<file path="config.mk">
export PLATFORM = sky130hd
export DESIGN_NAME = sme_ctrl
export DESIGN_NICKNAME = d
export VERILOG_FILES = /design/src/rtl/sme_pkg.sv /design/src/rtl/sme_ctrl.sv
export SDC_FILE = /design/constraint.sdc
export NUM_CORES = 1
export LEC_CHECK = 0
export ABC_CLOCK_PERIOD_IN_PS = 1700
export BUFFER_PORTS_ARGS = -buffer_cell sky130_fd_sc_hd__buf_2
export CORE_AREA = 2 2 39 41
export CTS_CLUSTER_DIAMETER = 50
export DETAILED_ROUTE_END_ITERATION = 16
export DIE_AREA = 0 0 41 43
export HOLD_SLACK_MARGIN = 0.1
export PLACE_DENSITY = 0.66
export SYNTH_ARGS = -nofsm -noshare
export SYNTH_HDL_FRONTEND = slang
export SYNTH_SLANG_ARGS = --single-unit
export TNS_END_PERCENT = 1
</file>
<file path="constraint.sdc">
create_clock -name clk_i -period 1.7 [get_ports clk_i]
set_input_delay 0.085 -clock clk_i [delete_from_list [all_inputs] [get_ports clk_i]]
set_output_delay 0.085 -clock clk_i [all_outputs]
set_load 0.05 [all_outputs]
</file>
<file path="src/rtl/sme_pkg.sv">
// ----------------------------------------------------------------------------
// Stack machine executor package
// Opcodes, status codes, controller states and control/status bundles.
// ----------------------------------------------------------------------------
package sme_pkg;

  localparam int OPW  = 6;
  localparam int DW   = 64;
  localparam int PCW  = 16;
  localparam int STW  = 3;
  localparam int OUTW = PCW + 2 * DW;

  typedef enum logic [OPW-1:0] {
    OP_LEA = 6'd0, OP_IMM, OP_JMP, OP_CALL, OP_JZ, OP_JNZ, OP_ENT, OP_ADJ, OP_LEV,
    OP_LI, OP_LC, OP_SI, OP_SC, OP_PUSH, OP_OR, OP_XOR, OP_AND, OP_EQ, OP_NE,
    OP_LT, OP_GT, OP_LE, OP_GE, OP_SHL, OP_SHR, OP_ADD, OP_SUB, OP_MUL, OP_DIV,
    OP_MOD, OP_OPEN, OP_READ, OP_CLOS, OP_PRTF, OP_MALC, OP_MSET, OP_MCMP, OP_EXIT
  } op_e;

  typedef enum logic [STW-1:0] {
    ST_RUN, ST_EXITED, ST_BAD_OP, ST_SYSCALL, ST_DIV_ZERO, ST_BAD_ADDR
  } status_e;

  typedef enum logic [2:0] {
    CS_CLEAR, CS_IDLE, CS_DEC, CS_RD1, CS_RD2, CS_MDW, CS_DONE
  } ctrl_state_e;

  typedef enum logic [2:0] {
    RD_SP, RD_BP, RD_BP1, RD_AX, RD_DATA
  } rd_sel_e;

  typedef struct packed {
    logic    ld_in;
    logic    ld_nptr;
    logic    rd_en;
    rd_sel_e rd_sel;
    logic    cap1;
    logic    cap2;
    logic    md_start;
    logic    commit;
    logic    clr_we;
  } cmd_t;

  typedef struct packed {
    logic [OPW-1:0] op;
    logic           halted;
    logic           md_done;
    logic           out_free;
    logic           clr_last;
  } stat_t;

endpackage

</file>
<file path="src/rtl/sme_ctrl.sv">
// ----------------------------------------------------------------------------
// Stack machine executor controller
// Sequences memory clear, instruction accept, operand reads, multiply/divide
// and commit.
// ----------------------------------------------------------------------------
module sme_ctrl (
  input  logic           clk_i,
  input  logic           rst_ni,
  input  logic           in_valid_i,
  output logic           in_ready_o,
  input  sme_pkg::stat_t stat_i,
  output sme_pkg::cmd_t  cmd_o
);
  import sme_pkg::*;

  ctrl_state_e state_q, state_d;
  op_e         op;
  logic        alu_op, need_rd1, need_rd2, md_op;
  rd_sel_e     rd1_sel;

  always_comb begin
    op       = op_e'(stat_i.op);
    alu_op   = (stat_i.op >= OP_OR) && (stat_i.op <= OP_MOD);
    need_rd1 = !stat_i.halted && (alu_op || op == OP_LEV || op == OP_LI ||
               op == OP_LC || op == OP_SI || op == OP_SC || op == OP_EXIT);
    need_rd2 = op == OP_LEV || op == OP_SC;
    md_op    = op == OP_MUL || op == OP_DIV || op == OP_MOD;
    case (op)
      OP_LEV:       rd1_sel = RD_BP;
      OP_LI, OP_LC: rd1_sel = RD_AX;
      default:      rd1_sel = RD_SP;
    endcase
  end

  always_comb begin
    state_d = state_q;
    case (state_q)
      CS_CLEAR: if (stat_i.clr_last) state_d = CS_IDLE;
      CS_IDLE:  if (in_valid_i) state_d = CS_DEC;
      CS_DEC:   state_d = need_rd1 ? CS_RD1 : CS_DONE;
      CS_RD1: begin
        if (need_rd2)   state_d = CS_RD2;
        else if (md_op) state_d = CS_MDW;
        else            state_d = CS_DONE;
      end
      CS_RD2:   state_d = CS_DONE;
      CS_MDW:   if (stat_i.md_done) state_d = CS_DONE;
      CS_DONE:  if (stat_i.out_free) state_d = CS_IDLE;
      default:  state_d = CS_IDLE;
    endcase
  end

  always_comb begin
    cmd_o      = '0;
    cmd_o.rd_sel = RD_SP;
    in_ready_o = 1'b0;
    case (state_q)
      CS_CLEAR: cmd_o.clr_we = 1'b1;
      CS_IDLE: begin
        in_ready_o  = 1'b1;
        cmd_o.ld_in = in_valid_i;
      end
      CS_DEC: begin
        cmd_o.ld_nptr = 1'b1;
        cmd_o.rd_en   = need_rd1;
        cmd_o.rd_sel  = rd1_sel;
      end
      CS_RD1: begin
        cmd_o.cap1     = 1'b1;
        cmd_o.rd_en    = need_rd2;
        cmd_o.rd_sel   = (op == OP_LEV) ? RD_BP1 : RD_DATA;
        cmd_o.md_start = md_op;
      end
      CS_RD2:  cmd_o.cap2 = 1'b1;
      CS_DONE: cmd_o.commit = stat_i.out_free;
      default: ;
    endcase
  end

  always_ff @(posedge clk_i or negedge rst_ni) begin
    if (!rst_ni) state_q <= CS_CLEAR;
    else         state_q <= state_d;
  end

endmodule

</file>
**Word-level counts from Yosys, hierarchy flattened**

Index checks and enable logic that the tools add are counted.

- Bits in registers: 3
- Output and inout bits: 12
- Logic and storage cells: 56

- $lt $le $gt $ge: 2
- Eq/ne operators: 19
- Multiplexer cells: 19
- Reduce and logical (&&, ||, !) cells: 15

Operator list:

| cell | count |
|---|---|
| 6-bit by 4-bit == test with 1-bit output, second input constant | 5 |
| 3-bit one-hot mux with 7 select lines | 1 |
| 6-bit by 5-bit == test with 1-bit output, second input constant | 3 |
| 3-bit 2-to-1 mux | 6 |
| 3-bit == test, second input constant | 3 |
| 1-bit logical OR | 9 |
| 1-bit 2-to-1 mux | 8 |
| 2-bit != test, second input constant | 4 |
| 4-bit one-hot mux with 2 select lines | 1 |
| 3-bit by 2-bit == test with 1-bit output, second input constant | 2 |
| 6-bit == test, second input constant | 1 |
| 6-bit by 4-bit >= comparator with 1-bit output, second input constant | 1 |
| 6-bit by 5-bit less-or-equal comparator with 1-bit output, second input constant | 1 |
| 2-bit 2-to-1 mux | 2 |
| 2-bit one-hot mux with 2 select lines | 1 |
| 4-bit AND reduction | 1 |
| 3-bit by 1-bit == test with 1-bit output, second input constant | 1 |
| 3-bit logical NOT | 1 |
| 1-bit logical AND | 2 |
| 2-bit OR reduction | 1 |
| 1-bit logical NOT | 1 |

**Longest topological paths before layout**

Gate-level depths: netlist of the first run.

- Depth after elaboration: 11
- Mapped depth: 6
- Mapped depth without buffers: 5

**Worst setup path before layout of the first run**

OpenSTA, ideal clock, no wires.

- Path kind: register to output
- Start point: register state_q[1]
- End point: output cmd_o[10] (netlist name)
- Arrival time: 2.325 ns
- Data required time: 1.615 ns
- Setup slack: -0.710 ns
- Stages on the path, launching flop included: 4
- Path buffers: 1
- Cell sequence: dfrtp_1 -> buf_2 -> nor3b_1 -> and2_1

RTL lines:

| element | RTL line | RTL |
|---|---|---|
| from (decl) | sme_ctrl.sv:16 | `ctrl_state_e state_q, state_d;` |
| from (signal assigned) | sme_ctrl.sv:82 | `else state_q <= state_d;` |
| to (decl) | sme_ctrl.sv:12 | `output sme_pkg::cmd_t cmd_o` |

==> out/results.txt, run 1 <==
Status -> complete, no violations
Finished Cell Area -> 706 um2
Count of different cell masters after synthesis -> 32
Fmax -> 602 MHz
Clock network fraction of total power -> 0.115
Final min period -> 1.66 ns
Global route overflow -> 0
Initial antenna violation count -> 0
Mapped Cells -> 67
Htree depth -> 1
Layout Skew -> 0.00961 ns
Main area contributors after synthesis -> dfrtp_1 (16%), nor2b_1 (6.5%), nor2_1 (6.3%)
WL per Instance -> 11.0 um
Post-Layout Cell Count -> 114
CTS tree -> done
P&R area growth vs syn -> 47.6%
Starting density of the core -> 0.345
Post-Place Cells -> 106
Gr usage total -> 0.142
Avg Inst Size Synth -> 7.13 um2
WP data arrival -> 1.58 ns
Residual DRC count -> 0
NetSw -> 0.607 mW
Die H -> 43 um
GP Congestion -> 0.726
Cell chosen for the clock root -> clkbuf_4
Crit Reg-Reg Startpoint -> state_q[0]$_DFFE_PN0P_
Net Sw Frac -> 0.533
Max_cap viols -> 0
Seq cells post-synth -> 3
Worst setup path start -> state_q[2]$_DFFE_PN0P_
CTS sink cnt -> 3
Max-slew violation count -> 0
Comb power frac -> 0.710
Max reg flops -> 3
FFs w/ async S/R, synth -> 1.00
Hold Path Class -> in2reg
Synth warnings -> 0
Dpl cell area -> 631 um2
Clk_lat worst skew -> 0.24 ns
Ant. Diodes -> 0
Worst slew margin -> 0.721
Width of the die -> 41 um
Number of enable flip-flop cells after synthesis -> 0
Sequential Power Share -> 0.175
First-pass GRT wire length -> 1770 um
Core area -> 0.00138 mm2
Port buffer count -> 24
Post-DP HPWL -> 892 um
Hold wc startpoint -> stat_i[3]
Crit path kind -> reg2out
CTS Buf Count -> 3
Final net count -> 112
Maximum vdd drop -> 0.476 mV
Starting DRC count in detailed routing -> 7
Deepest clock path buffer count -> 2
Startpoint types -> register
Worst path required time -> 1.62 ns
Die area -> 0.00176 mm2
Biggest register -> state_q
Share of cells above drive strength 1 -> 0.429
Setup TNS -> 0 ns
Synth area leader -> dfrtp_1
Clock Pin Slew Worst Setup and Hold Paths -> 0.04 ns
Power Total -> 1.14 mW
Power per cell area -> 1610 mW/mm2
Worst slew pin tran -> 0.408 ns
Post-Syn Area -> 478 um2
Internal power -> 0.532 mW
Routed WL -> 1250 um
Vias -> 595
Critical-path maximum fanout -> 7
Largest net degree at the start of global routing -> 10
Mapped Nets -> 80
Final period util -> 0.977
# setup viols final -> 0
Largest registers -> state_q x3
CP Capture Type -> output port
Via count of the first global-routing pass -> 445
Leak pwr -> 0.336 nW
Share of the synthesized area in the top cell type -> 0.157
Remaining antenna violation count -> 0
Row Count -> 14
IO Pins -> 25
Synth Flop Type -> dfrtp_1
Via-per-instance ratio -> 5.22
Final hold violations -> 0
Final core utilization -> 0.510
Sequential share of the synthesized area -> 0.157
DRT Pass-1 Iters -> 4
-- metal layers --
layer,up-vias,global-route usage,wire length (um),share of wire
met3,0,0,51,0.041
met1,271,0.192,536,0.43
met2,19,0.228,662,0.53
met4,0,0.0600,0,0
met5,-,0,0,0
li1,305,-,-,-
-- per-stage QoR --
| stage | worst slack, ns | hold slack [ns] |
|---|---|---|
| 2_1_floorplan | -0.129 | -0.211 |
| 3_3_place_gp | 0.192 | -0.121 |
| 3_5_place_dp | 0.153 | -0.120 |
| 4_1_cts | 0.00581 | 0.178 |
| 5_1_grt | -0.00242 | 0.194 |
| 6_report | 0.0388 | 0.171 |
-- final timing paths --
check / slack [ns] / cells past startpoint / end
setup reg to reg: 0.14 / 5 / state_q[1]$_DFFE_PN0P_
max in group asynchronous: 1.39 / 2 / state_q[0]$_DFFE_PN0P_
hold / removal: 0.17 / 3 / state_q[2]$_DFFE_PN0P_
setup / recovery: 0.04 / 4 / cmd_o[3]
hold reg to reg: 0.72 / 3 / state_q[2]$_DFFE_PN0P_
min in group asynchronous: 0.18 / 2 / state_q[2]$_DFFE_PN0P_
-- cell type report --
class,instances,area (um2)
clock buffer,4,26.3
inverter,2,7.51
timing repair buffer,32,189
multi-input combinational,57,385
tap,16,20.0
fill,145,678
sequential,3,77.6
-- cell usage in the layout, fill, tap and decap left out, types with 2 or more instances in the layout --
cell type,synthesis,routed
or3_1,2,2
clkbuf_4,0,3
nand2_1,3,3
o21ai_0,5,5
and2_1,3,3
nor2_1,8,7
nand2b_1,3,2
a21oi_1,3,3
buf_4,0,7
buf_2,4,23
dfrtp_2,0,2
inv_1,2,2
nor2b_1,5,5
nand3b_1,3,3
nor3_1,3,3
-- Yosys cell counts, types with 2 or more instances --
| cell type | count |
|---|---|
| nor2_1 | 8 |
| nor2b_1 | 5 |
| o21ai_0 | 5 |
| buf_2 | 4 |
| a21oi_1 | 3 |
| and2_1 | 3 |
| dfrtp_1 | 3 |
| nand2_1 | 3 |
| nand2b_1 | 3 |
| nand3b_1 | 3 |
| nor3_1 | 3 |
| inv_1 | 2 |
| nor3b_1 | 2 |
| or3_1 | 2 |
-- cells by family (layout without fill, tap and decap cells) --
family / count (synthesis) / in the layout / synth area share
buffers and inverters: 7 / 38 / 0.0812
and+or+nand+nor: 37 / 37 / 0.448
AOI/OAI and AO/OA: 20 / 20 / 0.314
DFF: 3 / 3 / 0.157
-- critical path, stage by stage, from the launching register on --
cell and delay, ns:
dfrtp_1 0.52, buf_4 0.20, nor2b_1 0.18, nor2b_1 0.16, buf_2 0.27
-- power by group through the flow --
| stage | Clock, mW | Combinational (mW) | Sequential, mW |
|---|---|---|---|
| after detailed placement | 0 | 0.737 | 0.194 |
| after global placement | 0 | 0.733 | 0.194 |
| after floorplan | 0 | 0.613 | 0.140 |
| final | 0.131 | 0.809 | 0.199 |
| after CTS | 0.132 | 0.745 | 0.200 |
| after global routing | 0.135 | 0.875 | 0.205 |
-- what timing repair did --
| item | CTS | global route |
|---|---|---|
| endpoints found under the hold margin | 3 | 0 |
| gates resized for setup | 3 | 3 |
| hold buffers | 1 | 0 |
| endpoints found under the setup margin | 1 | 2 |
| buffers inserted | 0 | 3 |
| pin swaps | 1 | 0 |
(Power assumes the default switching activity.)
==> run 2, diff against run 1 <==
- BUFFER_PORTS_ARGS: -buffer_cell sky130_fd_sc_hd__buf_2 -> default
- DONT_BUFFER_PORTS: default -> 1
- PLACE_DENSITY: 0.66 -> default
==> run 2 against run 1 <==
  * Sequential power rose by 5%
  * First-iteration DRC count rose to 3.1 times the previous value
  * Worst setup slack better by 0.021 ns
  * Count of clock-buffer cells in the layout did not move
  * Critical path depth up 2
  * Sequential share of layout area down 0.49 points
  * Clock skew down 0.0027 ns
  * Clock power about the same
==> out/results.txt, run 2 (synthesis results as in run 1) <==
Largest net degree at the start of global routing -> 12
Setup TNS -> 0 ns
Starting density of the core -> 0.345
Most frequent cells in the layout -> buf_4 (11), nor2_1 (7), nor2b_1 (5), dlygate4sd3_1 (5), buf_12 (5)
Hold Path Class -> in2reg
GP Congestion -> 0.783
Htree depth -> 1
Startpoint types -> register
Clock network fraction of total power -> 0.114
Worst slew pin tran -> 0.371 ns
Deepest clock path buffer count -> 2
Max reg flops -> 3
R2R setup slack -> 0.11 ns
First-pass GRT wire length -> 2110 um
Fmax -> 610 MHz
Clk_lat worst skew -> 0.24 ns
Worst slew margin -> 0.746
IO Pins -> 25
Post-DP HPWL -> 964 um
CTS Buf Count -> 3
Core area -> 0.00138 mm2
Cell chosen for the clock root -> clkbuf_4
WP data arrival -> 1.55 ns
Die H -> 43 um
Sequential Power Share -> 0.180
Critical-path maximum fanout -> 8
Layout Skew -> 0.00695 ns
CTS sink cnt -> 3
CP Capture Type -> output port
Leak pwr -> 0.303 nW
NetSw -> 0.593 mW
Via count of the first global-routing pass -> 510
Max-slew violation count -> 0
Largest registers -> state_q x3
Final period util -> 0.965
CTS tree -> done
Fin Hold WS -> 0.234 ns
Remaining antenna violation count -> 0
Max_cap viols -> 0
Worst path required time -> 1.62 ns
Starting DRC count in detailed routing -> 22
Width of the die -> 41 um
Biggest register -> state_q
Commonest non-fill, non-tap cell in the layout -> buf_4
RSZ-0062 raised after global routing -> yes
Internal power -> 0.563 mW
Final net count -> 101
Port buffer count -> 0
Die area -> 0.00176 mm2
Global route overflow -> 0
Initial antenna violation count -> 0
Residual DRC count -> 0
DRT Pass-1 Iters -> 4
Vias -> 573
Gr usage total -> 0.183
Ant. Diodes -> 0
Final hold violations -> 0
Via-per-instance ratio -> 5.56
Power per cell area -> 1540 mW/mm2
Comb power frac -> 0.706
Clock Pin Slew Worst Setup and Hold Paths -> 0.03 ns
Share of cells above drive strength 1 -> 0.322
Slowest CP cell -> dfrtp_2
Crit path kind -> reg2out
Status -> complete, no violations
Net Sw Frac -> 0.513
CP cell instances -> nand2b_2 -> nor2_4 -> a21oi_1 -> o21ai_0 -> and2_1 -> buf_12
Row Count -> 14
CP max stage delay -> 0.43 ns
Maximum vdd drop -> 0.691 mV
# setup viols final -> 0
WL per Instance -> 12.7 um
Routed WL -> 1310 um
P&R area growth vs syn -> 57.1%
Final min period -> 1.64 ns
[run 2: path summary, 6_finish.rpt]
| check | startpoint | cells after the start | end |
|---|---|---|---|
| max in group asynchronous | rst_ni | 2 | state_q[0]$_DFFE_PN0P_ |
| setup reg to reg | state_q[0]$_DFFE_PN0P_ | 5 | state_q[2]$_DFFE_PN0P_ |
| hold / removal | stat_i[1] | 3 | state_q[0]$_DFFE_PN0P_ |
| setup / recovery | state_q[0]$_DFFE_PN0P_ | 6 | cmd_o[6] |
| min in group asynchronous | rst_ni | 2 | state_q[1]$_DFFE_PN0P_ |
| hold reg to reg | state_q[0]$_DFFE_PN0P_ | 2 | state_q[0]$_DFFE_PN0P_ |
[run 2: power groups by stage]
| stage | Combinational [mW] | Sequential (mW) | Clock (mW) |
|---|---|---|---|
| 2_1_floorplan | 0.613 | 0.140 | 0 |
| 3_3_place_gp | 0.751 | 0.190 | 0 |
| 3_5_place_dp | 0.761 | 0.192 | 0 |
| 4_1_cts | 0.799 | 0.196 | 0.129 |
| 5_1_grt | 0.874 | 0.221 | 0.132 |
| 6_report | 0.816 | 0.208 | 0.132 |
[run 2: repair_timing]
item                                    CTS  global route
endpoints found under the setup margin    1             2
hold endpoints to repair                  5             0
hold buffers                              5             0
resized for setup                         2             4
buffers inserted                          0             1
pin swaps                                 0             0
[run 2: cell type report]
type	count	area, um2
clock buffers	4	26.3
fillers	127	633
inverters	2	7.51
multi-input cells	57	385
flip-flops and latches	3	78.8
well taps	16	20.0
repair buffers	21	233
[run 2: routing by layer]
layer	GRT usage	vias up	wire length (um)
li1	-	284	-
met1	0.205	267	511
met2	0.272	18	668
met3	0.0419	4	75
met4	0.160	0	53
met5	0	-	0
[run 2: worst max-delay path, delay by kind of cell, from the launching register on]
kind | cells | cell delay, ns
compound gates | 2 | 0.20
buf+inv | 1 | 0.15
simple gates | 3 | 0.55
flops | 1 | 0.43
[run 2: through the flow]
stage | utilization | instance area, um2 | total power [mW] | worst slack (ns) | std cells
finish | 0.542 | 751 | 1.16 | 0.0601 | 103
global route | 0.542 | 751 | 1.23 | -0.0144 | 103
CTS | 0.531 | 734 | 1.12 | 0.0104 | 102
detailed placement | 0.474 | 656 | 0.953 | 0.218 | 93
global placement | 0.474 | 656 | 0.941 | 0.242 | 93
floorplan | - | 492 | 0.753 | -0.129 | 67
